`config.mk`:
```
export PLATFORM = sky130hd
export DESIGN_NAME = normalized_chord_length_parameterization
export DESIGN_NICKNAME = d
export VERILOG_FILES = /design/src/ncl_pkg.sv /design/src/ncl_squarer.sv /design/src/ncl_isqrt.sv /design/src/ncl_divider.sv /design/src/normalized_chord_length_parameterization.sv
export SDC_FILE = /design/constraint.sdc
export NUM_CORES = 2
export LEC_CHECK = 0
export BUFFER_PORTS_ARGS = -buffer_cell sky130_fd_sc_hd__buf_2
export CAP_MARGIN = 10
export CELL_PAD_IN_SITES_DETAIL_PLACEMENT = 1
export CELL_PAD_IN_SITES_GLOBAL_PLACEMENT = 1
export CORE_ASPECT_RATIO = 1.4
export CORE_MARGIN = 5
export CORE_UTILIZATION = 50
export DETAILED_ROUTE_END_ITERATION = 12
export PLACE_DENSITY = 0.77
export SLEW_MARGIN = 5
export SYNTH_ARGS = -nofsm -noshare
export SYNTH_HDL_FRONTEND = slang
export SYNTH_SLANG_ARGS = --single-unit
```
`constraint.sdc`:
```
create_clock -name clock -period 6.8 [get_ports clock]
set_input_delay 0.34 -clock clock [delete_from_list [all_inputs] [get_ports clock]]
set_output_delay 0.34 -clock clock [all_outputs]
set_load 0.005 [all_outputs]
```
`src/ncl_pkg.sv`:
```
// ---------------------------------------------------------------------------
// ncl_pkg
// Shared widths, constants and state type for the chord length block.
// ---------------------------------------------------------------------------
`default_nettype none

package ncl_pkg;

   localparam int COORD_W        = 16;
   localparam int MAG_W          = 16;
   localparam int PROD_W         = 32;
   localparam int SQ_W           = 33;
   localparam int ROOT_W         = 17;
   localparam int LEN_W          = 23;
   localparam int FRAC_W         = 17;
   localparam int IDX_W          = 6;
   localparam int REQ_DATA_W     = 32;
   localparam int RSP_DATA_W     = 24;
   localparam int RSP_USER_W     = 2;
   localparam int MAX_POINTS_DEF = 64;

   localparam logic [LEN_W-1:0]  TOTAL_MAX = {LEN_W{1'b1}};
   localparam logic [FRAC_W-1:0] FRAC_ONE  = 17'd65536;

   typedef enum logic [2:0] {
      S_IDLE,
      S_SQUARE,
      S_ROOT,
      S_READ,
      S_LOAD,
      S_DIV,
      S_PUSH
   } state_type;

endpackage

`default_nettype wire

```
`src/ncl_squarer.sv`:
```
// ---------------------------------------------------------------------------
// ncl_squarer
// Bit-serial shift-add squarer for both coordinate deltas, then their sum.
// ---------------------------------------------------------------------------
`default_nettype none

module ncl_squarer (
   input  wire                          clock,
   input  wire                          reset,
   input  wire                          start,
   input  wire  [ncl_pkg::MAG_W-1:0]    mag_x,
   input  wire  [ncl_pkg::MAG_W-1:0]    mag_y,
   output logic                         done,
   output logic [ncl_pkg::SQ_W-1:0]     sum_sq
);

   localparam int STEPS = ncl_pkg::MAG_W;

   logic                          busy_ff, busy_in;
   logic                          done_ff, done_in;
   logic [4:0]                    cnt_ff, cnt_in;
   logic [ncl_pkg::MAG_W-1:0]     mx_ff, mx_in, my_ff, my_in;
   logic [ncl_pkg::PROD_W-1:0]    ax_ff, ax_in, ay_ff, ay_in;
   logic [ncl_pkg::PROD_W-1:0]    accx_ff, accx_in, accy_ff, accy_in;
   logic [ncl_pkg::SQ_W-1:0]      sum_ff, sum_in;

   always_comb begin
      busy_in = busy_ff;
      done_in = 1'b0;
      cnt_in  = cnt_ff;
      mx_in   = mx_ff;
      my_in   = my_ff;
      ax_in   = ax_ff;
      ay_in   = ay_ff;
      accx_in = accx_ff;
      accy_in = accy_ff;
      sum_in  = sum_ff;
      if (start) begin
         busy_in = 1'b1;
         cnt_in  = '0;
         mx_in   = mag_x;
         my_in   = mag_y;
         ax_in   = ncl_pkg::PROD_W'(mag_x);
         ay_in   = ncl_pkg::PROD_W'(mag_y);
         accx_in = '0;
         accy_in = '0;
      end else if (busy_ff) begin
         if (cnt_ff == 5'(STEPS)) begin
            // final cycle adds the two squares
            sum_in  = {1'b0, accx_ff} + {1'b0, accy_ff};
            busy_in = 1'b0;
            done_in = 1'b1;
         end else begin
            accx_in = mx_ff[0] ? accx_ff + ax_ff : accx_ff;
            accy_in = my_ff[0] ? accy_ff + ay_ff : accy_ff;
            ax_in   = {ax_ff[ncl_pkg::PROD_W-2:0], 1'b0};
            ay_in   = {ay_ff[ncl_pkg::PROD_W-2:0], 1'b0};
            mx_in   = {1'b0, mx_ff[ncl_pkg::MAG_W-1:1]};
            my_in   = {1'b0, my_ff[ncl_pkg::MAG_W-1:1]};
            cnt_in  = cnt_ff + 5'd1;
         end
      end
   end

   always_ff @(posedge clock) begin
      if (reset) begin
         busy_ff <= 1'b0;
         done_ff <= 1'b0;
         cnt_ff  <= '0;
      end else begin
         busy_ff <= busy_in;
         done_ff <= done_in;
         cnt_ff  <= cnt_in;
      end
      mx_ff   <= mx_in;
      my_ff   <= my_in;
      ax_ff   <= ax_in;
      ay_ff   <= ay_in;
      accx_ff <= accx_in;
      accy_ff <= accy_in;
      sum_ff  <= sum_in;
   end

   assign done   = done_ff;
   assign sum_sq = sum_ff;

endmodule

`default_nettype wire

```
`src/ncl_isqrt.sv`:
```
// ---------------------------------------------------------------------------
// ncl_isqrt
// Digit-serial integer square root, one root bit per cycle.
// ---------------------------------------------------------------------------
`default_nettype none

module ncl_isqrt (
   input  wire                          clock,
   input  wire                          reset,
   input  wire                          start,
   input  wire  [ncl_pkg::SQ_W-1:0]     radicand,
   output logic                         done,
   output logic [ncl_pkg::ROOT_W-1:0]   root
);

   localparam int STEPS = ncl_pkg::ROOT_W;
   localparam int RAD_W = 2 * ncl_pkg::ROOT_W;
   localparam int REM_W = ncl_pkg::ROOT_W + 2;
   localparam int CUR_W = REM_W + 2;

   logic                          busy_ff, busy_in;
   logic                          done_ff, done_in;
   logic [4:0]                    cnt_ff, cnt_in;
   logic [RAD_W-1:0]              rad_ff, rad_in;
   logic [REM_W-1:0]              rem_ff, rem_in;
   logic [ncl_pkg::ROOT_W-1:0]    q_ff, q_in;
   logic [CUR_W-1:0]              cur, trial, diff;
   logic                          ge;

   always_comb begin
      cur   = {rem_ff, rad_ff[RAD_W-1:RAD_W-2]};
      trial = {2'b00, q_ff, 2'b01};
      diff  = cur - trial;
      ge    = (cur >= trial);
   end

   always_comb begin
      busy_in = busy_ff;
      done_in = 1'b0;
      cnt_in  = cnt_ff;
      rad_in  = rad_ff;
      rem_in  = rem_ff;
      q_in    = q_ff;
      if (start) begin
         busy_in = 1'b1;
         cnt_in  = '0;
         rad_in  = RAD_W'(radicand);
         rem_in  = '0;
         q_in    = '0;
      end else if (busy_ff) begin
         rem_in = ge ? diff[REM_W-1:0] : cur[REM_W-1:0];
         q_in   = {q_ff[ncl_pkg::ROOT_W-2:0], ge};
         rad_in = {rad_ff[RAD_W-3:0], 2'b00};
         cnt_in = cnt_ff + 5'd1;
         if (cnt_ff == 5'(STEPS - 1)) begin
            busy_in = 1'b0;
            done_in = 1'b1;
         end
      end
   end

   always_ff @(posedge clock) begin
      if (reset) begin
         busy_ff <= 1'b0;
         done_ff <= 1'b0;
         cnt_ff  <= '0;
      end else begin
         busy_ff <= busy_in;
         done_ff <= done_in;
         cnt_ff  <= cnt_in;
      end
      rad_ff <= rad_in;
      rem_ff <= rem_in;
      q_ff   <= q_in;
   end

   assign done = done_ff;
   assign root = q_ff;

endmodule

`default_nettype wire

```
`src/ncl_divider.sv`:
```
// ---------------------------------------------------------------------------
// ncl_divider
// Restoring divider for length over total, one quotient bit per cycle.
// ---------------------------------------------------------------------------
`default_nettype none

module ncl_divider (
   input  wire                          clock,
   input  wire                          reset,
   input  wire                          start,
   input  wire  [ncl_pkg::LEN_W-1:0]    numer,
   input  wire  [ncl_pkg::LEN_W-1:0]    denom,
   output logic                         done,
   output logic [ncl_pkg::FRAC_W-1:0]   quot
);

   localparam int STEPS = ncl_pkg::FRAC_W;
   localparam int REM_W = ncl_pkg::LEN_W + 1;

   logic                          busy_ff, busy_in;
   logic                          done_ff, done_in;
   logic [4:0]                    cnt_ff, cnt_in;
   logic [REM_W-1:0]              rem_ff, rem_in;
   logic [ncl_pkg::LEN_W-1:0]     den_ff, den_in;
   logic [ncl_pkg::FRAC_W-1:0]    q_ff, q_in;
   logic [REM_W-1:0]              diff, kept;
   logic                          ge;

   always_comb begin
      ge   = (rem_ff >= {1'b0, den_ff});
      diff = rem_ff - {1'b0, den_ff};
      kept = ge ? diff : rem_ff;
   end

   always_comb begin
      busy_in = busy_ff;
      done_in = 1'b0;
      cnt_in  = cnt_ff;
      rem_in  = rem_ff;
      den_in  = den_ff;
      q_in    = q_ff;
      if (start) begin
         busy_in = 1'b1;
         cnt_in  = '0;
         rem_in  = {1'b0, numer};
         den_in  = denom;
         q_in    = '0;
      end else if (busy_ff) begin
         q_in   = {q_ff[ncl_pkg::FRAC_W-2:0], ge};
         rem_in = {kept[ncl_pkg::LEN_W-1:0], 1'b0};
         cnt_in = cnt_ff + 5'd1;
         if (cnt_ff == 5'(STEPS - 1)) begin
            busy_in = 1'b0;
            done_in = 1'b1;
         end
      end
   end

   always_ff @(posedge clock) begin
      if (reset) begin
         busy_ff <= 1'b0;
         done_ff <= 1'b0;
         cnt_ff  <= '0;
      end else begin
         busy_ff <= busy_in;
         done_ff <= done_in;
         cnt_ff  <= cnt_in;
      end
      rem_ff <= rem_in;
      den_ff <= den_in;
      q_ff   <= q_in;
   end

   assign done = done_ff;
   assign quot = q_ff;

endmodule

`default_nettype wire

```
`src/normalized_chord_length_parameterization.sv`:
```
// ---------------------------------------------------------------------------
// normalized_chord_length_parameterization
// Chord length parameterization of a 2-D polyline, normalized to Q1.16.
//
// Requests on req_ carry one signed Q8.8 point each; req_tlast marks the
// final point of a polyline. The first point of a run is stored directly,
// with length zero. Each further point passes through the bit-serial
// squarer, the one-bit-per-cycle square root and the length store write.
// Points beyond MAX_POINTS are dropped and flagged. After the last point,
// one result per stored point leaves on rsp_, in order; each passes
// through the length store read, the serial divider and the handoff to
// the output register. req_tready is high only between points and while
// no run is being emitted. Results sit in an output register, so the next
// division runs while the receiver stalls; emission pauses only when a new
// result is ready and the register is still full.
// Reset clears the run state and the output valid flag; the length store
// needs no clearing, since only entries written in the current run are read.
// ---------------------------------------------------------------------------
`default_nettype none

module normalized_chord_length_parameterization #(
   parameter int MAX_POINTS = ncl_pkg::MAX_POINTS_DEF
) (
   input  wire                                clock,
   input  wire                                reset,
   // point_x, point_y
   input  wire  [ncl_pkg::REQ_DATA_W-1:0]     req_tdata,
   input  wire                                req_tlast,
   input  wire                                req_tvalid,
   output logic                               req_tready,
   // point_index, fraction, zero pad
   output logic [ncl_pkg::RSP_DATA_W-1:0]     rsp_tdata,
   // degenerate, truncated
   output logic [ncl_pkg::RSP_USER_W-1:0]     rsp_tuser,
   output logic                               rsp_tlast,
   output logic                               rsp_tvalid,
   input  wire                                rsp_tready
);

   localparam int CNT_W  = $clog2(MAX_POINTS + 1);
   localparam int ADDR_W = $clog2(MAX_POINTS);
   localparam int LEN_W  = ncl_pkg::LEN_W;

   ncl_pkg::state_type state_ff, state_in;

   logic [CNT_W-1:0]                   count_ff, count_in;
   logic signed [ncl_pkg::COORD_W-1:0] prev_x_ff, prev_x_in, prev_y_ff, prev_y_in;
   logic [LEN_W-1:0]                   total_ff, total_in;
   logic                               ovf_ff, ovf_in;
   logic                               last_ff, last_in;
   logic [ADDR_W-1:0]                  idx_ff, idx_in;
   logic                               rsp_valid_ff, rsp_valid_in;
   logic [ncl_pkg::RSP_DATA_W-1:0]     rsp_data_ff, rsp_data_in;
   logic [ncl_pkg::RSP_USER_W-1:0]     rsp_user_ff, rsp_user_in;
   logic                               rsp_last_ff, rsp_last_in;

   logic [LEN_W-1:0]                   mem [MAX_POINTS];
   logic [LEN_W-1:0]                   rd_data_ff;
   logic                               mem_we;
   logic [ADDR_W-1:0]                  mem_addr;
   logic [LEN_W-1:0]                   mem_wdata;

   logic signed [ncl_pkg::COORD_W-1:0] pt_x, pt_y;
   logic signed [ncl_pkg::COORD_W:0]   dx, dy, ndx, ndy;
   logic [ncl_pkg::MAG_W-1:0]          mag_x, mag_y;
   logic                               accept, room, is_final, out_free;
   logic [LEN_W:0]                     total_sum;
   logic [ncl_pkg::FRAC_W-1:0]         frac;

   logic                               sq_start, sq_done;
   logic [ncl_pkg::SQ_W-1:0]           sq_sum;
   logic                               root_start, root_done;
   logic [ncl_pkg::ROOT_W-1:0]         root;
   logic                               div_start, div_done;
   logic [ncl_pkg::FRAC_W-1:0]         quot;

   ncl_squarer u_squarer (
      .clock  (clock),
      .reset  (reset),
      .start  (sq_start),
      .mag_x  (mag_x),
      .mag_y  (mag_y),
      .done   (sq_done),
      .sum_sq (sq_sum)
   );

   ncl_isqrt u_isqrt (
      .clock    (clock),
      .reset    (reset),
      .start    (root_start),
      .radicand (sq_sum),
      .done     (root_done),
      .root     (root)
   );

   ncl_divider u_divider (
      .clock (clock),
      .reset (reset),
      .start (div_start),
      .numer (rd_data_ff),
      .denom (total_ff),
      .done  (div_done),
      .quot  (quot)
   );

   always_comb begin
      pt_x      = req_tdata[15:0];
      pt_y      = req_tdata[31:16];
      dx        = {pt_x[15], pt_x} - {prev_x_ff[15], prev_x_ff};
      dy        = {pt_y[15], pt_y} - {prev_y_ff[15], prev_y_ff};
      ndx       = -dx;
      ndy       = -dy;
      mag_x     = dx[ncl_pkg::COORD_W] ? ndx[ncl_pkg::MAG_W-1:0] : dx[ncl_pkg::MAG_W-1:0];
      mag_y     = dy[ncl_pkg::COORD_W] ? ndy[ncl_pkg::MAG_W-1:0] : dy[ncl_pkg::MAG_W-1:0];
      accept    = req_tvalid && req_tready;
      room      = (count_ff < CNT_W'(MAX_POINTS));
      is_final  = ((CNT_W'(idx_ff) + CNT_W'(1)) == count_ff);
      out_free  = !rsp_valid_ff || rsp_tready;
      total_sum = {1'b0, total_ff} + (LEN_W + 1)'(root);
      frac      = (total_ff == '0) ? '0 : quot;
   end

   // next state
   always_comb begin
      state_in = state_ff;
      unique case (state_ff)
         ncl_pkg::S_IDLE: begin
            if (accept) begin
               if (room && count_ff != '0) begin
                  state_in = ncl_pkg::S_SQUARE;
               end else if (req_tlast) begin
                  state_in = ncl_pkg::S_READ;
               end
            end
         end
         ncl_pkg::S_SQUARE: begin
            if (sq_done) begin
               state_in = ncl_pkg::S_ROOT;
            end
         end
         ncl_pkg::S_ROOT: begin
            if (root_done) begin
               state_in = last_ff ? ncl_pkg::S_READ : ncl_pkg::S_IDLE;
            end
         end
         ncl_pkg::S_READ: begin
            state_in = ncl_pkg::S_LOAD;
         end
         ncl_pkg::S_LOAD: begin
            state_in = ncl_pkg::S_DIV;
         end
         ncl_pkg::S_DIV: begin
            if (div_done) begin
               state_in = ncl_pkg::S_PUSH;
            end
         end
         ncl_pkg::S_PUSH: begin
            if (out_free) begin
               state_in = is_final ? ncl_pkg::S_IDLE : ncl_pkg::S_READ;
            end
         end
         default: begin
            state_in = ncl_pkg::S_IDLE;
         end
      endcase
   end

   // outputs and datapath
   always_comb begin
      req_tready   = 1'b0;
      sq_start     = 1'b0;
      root_start   = 1'b0;
      div_start    = 1'b0;
      mem_we       = 1'b0;
      mem_addr     = count_ff[ADDR_W-1:0];
      mem_wdata    = '0;
      count_in     = count_ff;
      prev_x_in    = prev_x_ff;
      prev_y_in    = prev_y_ff;
      total_in     = total_ff;
      ovf_in       = ovf_ff;
      last_in      = last_ff;
      idx_in       = idx_ff;
      rsp_valid_in = rsp_valid_ff && !rsp_tready;
      rsp_data_in  = rsp_data_ff;
      rsp_user_in  = rsp_user_ff;
      rsp_last_in  = rsp_last_ff;
      unique case (state_ff)
         ncl_pkg::S_IDLE: begin
            req_tready = 1'b1;
            if (accept) begin
               last_in = req_tlast;
               idx_in  = '0;
               if (room) begin
                  prev_x_in = pt_x;
                  prev_y_in = pt_y;
                  if (count_ff == '0) begin
                     mem_we   = 1'b1;
                     count_in = count_ff + CNT_W'(1);
                  end else begin
                     sq_start = 1'b1;
                  end
               end else begin
                  ovf_in = 1'b1;
               end
            end
         end
         ncl_pkg::S_SQUARE: begin
            root_start = sq_done;
         end
         ncl_pkg::S_ROOT: begin
            if (root_done) begin
               total_in  = total_sum[LEN_W] ? ncl_pkg::TOTAL_MAX : total_sum[LEN_W-1:0];
               mem_we    = 1'b1;
               mem_wdata = total_in;
               count_in  = count_ff + CNT_W'(1);
            end
         end
         ncl_pkg::S_READ: begin
         end
         ncl_pkg::S_LOAD: begin
            div_start = 1'b1;
         end
         ncl_pkg::S_DIV: begin
         end
         ncl_pkg::S_PUSH: begin
            if (out_free) begin
               rsp_valid_in = 1'b1;
               rsp_data_in  = {1'b0, frac, ncl_pkg::IDX_W'(idx_ff)};
               rsp_user_in  = {ovf_ff, (total_ff == '0)};
               rsp_last_in  = is_final;
               if (is_final) begin
                  count_in  = '0;
                  prev_x_in = '0;
                  prev_y_in = '0;
                  total_in  = '0;
                  ovf_in    = 1'b0;
                  idx_in    = '0;
               end else begin
                  idx_in = idx_ff + ADDR_W'(1);
               end
            end
         end
         default: begin
         end
      endcase
   end

   always_ff @(posedge clock) begin
      if (reset) begin
         state_ff     <= ncl_pkg::S_IDLE;
         count_ff     <= '0;
         prev_x_ff    <= '0;
         prev_y_ff    <= '0;
         total_ff     <= '0;
         ovf_ff       <= 1'b0;
         last_ff      <= 1'b0;
         idx_ff       <= '0;
         rsp_valid_ff <= 1'b0;
      end else begin
         state_ff     <= state_in;
         count_ff     <= count_in;
         prev_x_ff    <= prev_x_in;
         prev_y_ff    <= prev_y_in;
         total_ff     <= total_in;
         ovf_ff       <= ovf_in;
         last_ff      <= last_in;
         idx_ff       <= idx_in;
         rsp_valid_ff <= rsp_valid_in;
      end
      rsp_data_ff <= rsp_data_in;
      rsp_user_ff <= rsp_user_in;
      rsp_last_ff <= rsp_last_in;
   end

   // length store
   always_ff @(posedge clock) begin
      if (mem_we) begin
         mem[mem_addr] <= mem_wdata;
      end
      rd_data_ff <= mem[idx_ff];
   end

   assign rsp_tvalid = rsp_valid_ff;
   assign rsp_tdata  = rsp_data_ff;
   assign rsp_tuser  = rsp_user_ff;
   assign rsp_tlast  = rsp_last_ff;

   a_degenerate_zero : assert property (@(posedge clock) disable iff (reset)
      rsp_tvalid && rsp_tuser[0] |-> rsp_tdata[22:6] == '0)
      else $error("degenerate result with nonzero fraction");

   a_frac_range : assert property (@(posedge clock) disable iff (reset)
      rsp_tvalid |-> rsp_tdata[22:6] <= ncl_pkg::FRAC_ONE)
      else $error("fraction above one");

   a_last_is_one : assert property (@(posedge clock) disable iff (reset)
      rsp_tvalid && rsp_tlast && !rsp_tuser[0] |-> rsp_tdata[22:6] == ncl_pkg::FRAC_ONE)
      else $error("final point fraction is not one");

   a_count_bound : assert property (@(posedge clock) disable iff (reset)
      count_ff <= CNT_W'(MAX_POINTS))
      else $error("point count beyond capacity");

endmodule

`default_nettype wire
```
==> Yosys cells after proc, flatten, opt, wreduce, memory -nomap -nowiden <==
Memory sizes are Yosys's and may differ from the RTL's. A register that Yosys moved wholly into a read port is not among the register bits.
Index checks and enable logic that the tools add are counted.
{ "word_totals": {"register_bits": 448, "input_bits": 37, "wordCells": 209, "ram_bits": 1472, "mem_count": 1, "out_inout_bits": 29} }
{ "op_classes": {"bitwise": 5, "n_eq_ne": 21, "add_sub_neg": 16, "reduce_logical": 35, "mux": 89, "order_cmp": 3} }
{ "memory_table": {"columns": ["memory", "depth", "word_bits", "rd", "rd_ports_with_merged_regs", "wr", "line_no", "text"], "rows": [
  ["mem", 64, 23, 1, 1, 1, "normalized_chord_length_parameterization.sv:57", "logic [LEN_W-1:0] mem [MAX_POINTS];"]
]} }
{ "op_table": {"columns": ["op", "count"], "rows": [
  ["2-to-1 mux 16 bit", 20],
  ["2-to-1 mux 23 bit", 9],
  ["2-to-1 mux 33 bit", 2],
  ["adder 32 bit", 2],
  ["case mux 16 bit (2 select lines)", 2],
  ["case mux 23 bit (2 select lines)", 1],
  ["2-to-1 mux 7 bit", 6],
  ["subtractor 16 x 16 -> 17 bit", 2],
  ["adder 32 x 32 -> 33 bit", 1],
  ["negation 16 bit", 2],
  ["2-to-1 mux 1 bit", 31],
  ["adder 23 x 17 -> 24 bit", 1],
  ["greater-or-equal comparator 24 x 23 -> 1 bit", 1],
  ["zero test 23 bit", 1],
  ["subtractor 23 bit", 1],
  ["greater-or-equal comparator 21 x 19 -> 1 bit", 1],
  ["2-to-1 mux 3 bit", 7],
  ["case mux 3 bit (7 select lines)", 1],
  ["case mux 7 bit (3 select lines)", 1],
  ["2-to-1 mux 19 bit", 1],
  ["subtractor 19 bit", 1],
  ["2-to-1 mux 6 bit", 3],
  ["adder 5 x 1 -> 5 bit, second input constant", 3],
  ["== test 5 bit, second input constant", 3],
  ["31 further kinds", 66]
]} }

==> Logic depth before layout (Yosys ltp) <==
{ "depth": {"word_depth": 7, "ltp_mapped": 15, "depth_no_buf": 14} }

==> Cells and area by module <==
Synthesis repeated with hierarchy kept, for this count alone.
{ "unflattened": {"cells_unflattened": 5328, "hier_area_um2": 84349.6} }
{ "modules_own_cells": {"columns": ["module", "n_inst", "area_per_inst_um2", "seq_area_each_um2", "cells_each"], "rows": [
  ["normalized_chord_length_parameterization", 1, 64104.0, 46925.0, 3171],
  ["ncl_squarer", 1, 11887.7, 4974.8, 1334],
  ["ncl_divider", 1, 4205.3, 1881.8, 408],
  ["ncl_isqrt", 1, 4152.7, 1871.8, 415]
]} }

==> Worst setup path after synthesis <==
No wires, ideal clock.
{ "synth_path": {"path_kind": "reg2reg", "from": "register total_ff[1]", "to": "memory mem[0][21], data pin", "n_path_buf": 2, "stages_incl_launch_ff": 14, "required_time_ps": 6119, "setup_ps": 681, "arrival_ps": 4852, "path_slack_ps": 1268, "synth_period_minus_slack_ps": 5532, "cell_sequence": "dfxtp_1 > ha_1 > a21o_1 > a21oi_1 > o21ai_1 > a41oi_1 > o311ai_1 > a21oi_1 > or3_1 > clkbuf_1 > buf_2 > nand3_1 > nor2_1 > nor3_1"} }
{ "synth_via": {"elab_chain_len": 4} }
{ "synth_lines": {"columns": ["item", "line_no", "text"], "rows": [
  ["from (decl)", "normalized_chord_length_parameterization.sv:48", "logic [LEN_W-1:0] total_ff, total_in;"],
  ["from (signal assigned)", "normalized_chord_length_parameterization.sv:265", "total_ff <= total_in;"],
  ["adder 23 x 17 -> 24 bit", "normalized_chord_length_parameterization.sv:119", "total_sum = {1'b0, total_ff} + (LEN_W + 1)'(root);"],
  ["2-to-1 mux 23 bit", "normalized_chord_length_parameterization.sv:213", "total_in = total_sum[LEN_W] ? ncl_pkg::TOTAL_MAX : total_sum[LEN_W-1:0];"],
  ["2-to-1 mux 23 bit", "normalized_chord_length_parameterization.sv:212", "if (root_done) begin"],
  ["2-to-1 mux 23 bit", "normalized_chord_length_parameterization.sv:188", "unique case (state_ff)"],
  ["named net mem_wdata[21]", "normalized_chord_length_parameterization.sv:61", "logic [LEN_W-1:0] mem_wdata;"],
  ["to (decl)", "normalized_chord_length_parameterization.sv:57", null]
]} }
The timed path passes the listed nets, and every way through them passes these cells.

==> Final worst setup path <==
{ "layout_path": {"from": "register count_ff[4]", "to": "memory mem[9][5], enable pin"} }
{ "layout_via": {"elab_chain_len": 7, "elab_cells_between_ends": 8, "classes_between": "order compare: 1; mux: 6; reduce/logical: 1"} }
{ "layout_lines": {"columns": ["item", "line_no", "text"], "rows": [
  ["from (decl)", "normalized_chord_length_parameterization.sv:46", "logic [CNT_W-1:0] count_ff, count_in;"],
  ["from (signal assigned)", "normalized_chord_length_parameterization.sv:262", "count_ff <= count_in;"],
  ["parallel branches: the longest is 7 deep, another holds less-than comparator 7 bit", null, null]
]} }
Several ways; the timed one is not identified.

==> results.cfg <==
[routing]
wl_per_cell_microns = 29.4
via_count = 48000
drc = 0
ant_nets = 0
drt_iter0_markers = 4215
via_per_inst = 6.22
drt-total-wl_mm = 227
firstDrtPassIters = 7

[worst_setup_path]
worstPathCellList = or3_1, or3b_2, o21ai_0, nor2b_1, nand2_1, nor2_2, buf_4
r2r_cells = 7
crit_arrival_ns = 5.27
crit_required_ns = 7.30
path_class = flip-flop to flip-flop
endpoint_kind = flip-flop
crit_path_max_incr_delay_ns = 0.82
cp_slowest_cell = o21ai_0
critPathLaunchType = flip-flop
crit_fanout = 15

[global_routing]
grt.overflow.total = 0
grt_pass1_vias = 51400
grt_max_degree = 153
grt_pass1_wl_mm = 337
antenna_found_initial = 15
grt_usage_pct = 25.9
met3_usage_pct = 4.25
met2_usage_pct = 46.4
busiest_layer = met2
global_route.usage.met1_pct = 29.9

[power]
powerDensity_mw_per_mm2 = 317
power_frac_clock_pct = 34.8
internal-power_mw = 21.4
switching_share_pct = 27.6
ir_worst_vdd_v = 0.000240
p_sw_mw = 8.14
p_comb_share_pct = 17.4
p_seq_share_pct = 47.8
cellLeakagePower_nw = 30.0

[cells_and_area]
nets = 5661
final-instance-count-excl-fill = 7725
drive_gt1_share_pct = 19.5
multiInputGateArea_sq_mm = 0.0264
nFillCells = 15300
regArea_sq_mm = 0.0557
final_cell_mix = edfxtp_1, mux4_2, nand2_1
final_common_cell = edfxtp_1
syn2layout_area_growth_pct = 11.8

[timing]
fin_ws_ns = 2.03
finalHoldViolations = 0
relSlewSlack_pct = 19.1
fin_skew_ns = 0.0413
fmax_ghz = 0.210
rsz0062_at_grt = false
tightest_slew_ns = 1.21
fin_setup_tns_ns = 0
finalMaxSlewViolations = 0
setup_viol = 0
finalCritPeriodShare_pct = 70.1
min_period_ns = 4.77

[flow_run]
max-cap-violations = 0

[cts]
numCtsBuffers = 175
clock_latency_ns = 0.84
path_clk_slew_ns = 0.07
clk_path_buf_depth = 3
cts.sinks = 1943
hold_buffers = 36
cts_tree = built
cts_setup_buffers = 0
cts-resized-gates = 0
cts_root_buf = clkbuf_16
cts-htree-levels = 4

[floorplanning]
core_sq_mm = 0.166
die-area_sq_mm = 0.175
die_h_microns = 493
io_pins = 66
initial_core_util_pct = 50.2
std_cell_rows = 177
die_w_microns = 355

[synthesis]
synth_top_family_by_area = multiplexers
synth_area_sq_mm = 0.0832
synthMuxAreaShare_pct = 13.7
yosys.area_share.adder_pct = 3.12
synthSimpleGateAreaFrac_pct = 6.12
ys_warn_count = 0
synth_compound_area_share_pct = 6.28
synth-xor-area-share_pct = 2.03
synthesis.nets = 5505
synthArstFlopShare_pct = 0
synthFlopType = edfxtp_1
synth-edff-count = 1674
avgSynthCellArea_sq_um = 15.8
synth_seq_cells = 1943
synthCells = 5265
ys_types = 90
seq_area_frac_synth_pct = 66.9

[place]
place_congestion = 0.858
dpl.hpwl_mm = 140
dpl_worst_slack_ns = 2.20
portBuffers = 64
dp.cells = 7356

[status]
outcome = finished clean

[hold_path]
min_path_type = primary input to flip-flop
whs_path_depth = 3
-- per-stage QoR --
stage | utilization [%] | power, mW | instance area, sq um | hold slack [ns]
2_1_floorplan | - | 17.9 | 83200 | 0.403
3_3_place_gp | 52.3 | 19.2 | 86700 | 0.438
3_5_place_dp | 52.3 | 19.4 | 86700 | 0.443
4_1_cts | 56.1 | 29.7 | 93000 | 0.242
5_1_grt | 56.1 | 30.9 | 93000 | 0.272
6_report | 56.1 | 29.5 | 93000 | 0.285
-- worst paths after layout --
path	startpoint	end	slack (ns)
worst min register to register	prev_x_ff[15]	prev_x_ff[15]	0.45
worst max-delay path	count_ff[4]	mem[9][5]	2.03
worst min-delay path	reset	u_isqrt.busy_ff	0.29
worst max register to register	count_ff[4]	mem[9][5]	2.03
-- sequential cells by signal, indices dropped and copies added, names as in the netlist, 17 cells and up --
name / flops
mem: 1472
u_isqrt.rad_ff: 34
u_squarer.sum_sq: 33
u_squarer.accx_ff: 32
u_squarer.accy_ff: 32
u_squarer.ax_ff: 32
u_squarer.ay_ff: 32
u_divider.rem_ff: 24
rd_data_ff: 23
rsp_tdata: 23
total_ff: 23
u_divider.den_ff: 23
u_isqrt.rem_ff: 19
u_divider.quot: 17
u_isqrt.root: 17
-- critical path, delay by kind of cell, from the launching register on --
kind                   cells  cell delay [ns]
flip-flops                 1             0.45
AND/OR/NAND/NOR            5             2.78
buffers and inverters      1             0.37
AO/OA/AOI/OAI              1             0.82
-- cells by family after synthesis --
| family | after synthesis |
|---|---|
| and+or+nand+nor | 1135 |
| DFF | 1943 |
| adders and majority gates | 203 |
| AOI/OAI and AO/OA | 852 |
| muxes | 535 |
| xor gates and xnor gates | 193 |
| other | 1 |
| buffers and inverters | 403 |
-- Yosys cell counts (11+ instances only) --
cell type | number | area share (%)
a211oi_1 | 38 | 0.34
a21o_1 | 77 | 0.69
a21oi_1 | 352 | 2.1
a31oi_1 | 24 | 0.18
and2_1 | 17 | 0.13
and3_1 | 23 | 0.17
buf_1 | 41 | 0.18
buf_2 | 12 | 0.072
clkbuf_1 | 186 | 0.84
dfxtp_1 | 269 | 6.5
edfxtp_1 | 1674 | 60
ha_1 | 196 | 2.9
inv_1 | 158 | 0.71
mux2i_1 | 51 | 0.61
mux4_2 | 483 | 13
nand2_1 | 424 | 1.9
nand2b_1 | 22 | 0.17
nand3_1 | 95 | 0.57
nand4_1 | 29 | 0.22
nor2_1 | 334 | 1.5
nor2b_1 | 48 | 0.36
nor3_1 | 63 | 0.38
nor4_1 | 11 | 0.083
o211ai_1 | 11 | 0.099
o21a_1 | 63 | 0.57
o21ai_0 | 154 | 0.93
o21bai_1 | 20 | 0.18
o31ai_1 | 15 | 0.14
or2_2 | 14 | 0.11
or3_1 | 18 | 0.14
xnor2_1 | 113 | 1.2
xor2_1 | 80 | 0.84
-- metal layers --
| metal | wire length [microns] | vias to the layer above | part of all wire (%) |
|---|---|---|---|
| li1 | - | 20800 | - |
| met1 | 80500 | 25000 | 35 |
| met2 | 119000 | 1739 | 53 |
| met3 | 13600 | 484 | 6.0 |
| met4 | 13500 | 6 | 6.0 |
| met5 | 41 | - | 0.018 |
-- power by group through the flow --
stage	Sequential (mW)	Combinational (mW)	Clock (mW)
after floorplan	14.1	3.82	0
after global placement	14.3	4.85	0
after detailed placement	14.4	5.05	0
after CTS	14.1	5.14	10.5
after global routing	14.1	5.66	11.1
final	14.1	5.14	10.3
-- final cells by class --
cell class | instances | area share (%)
Clock inverter | 116 | 1.37
Inverter | 158 | 0.638
Timing Repair Buffer | 224 | 1.82
Antenna cell | 11 | 0.0296
Tap cell | 2148 | 2.89
Clock buffer | 206 | 5.00
Sequential cell | 1943 | 59.8
Multi-Input combinational cell | 2919 | 28.4
(Power assumes the default switching activity.)
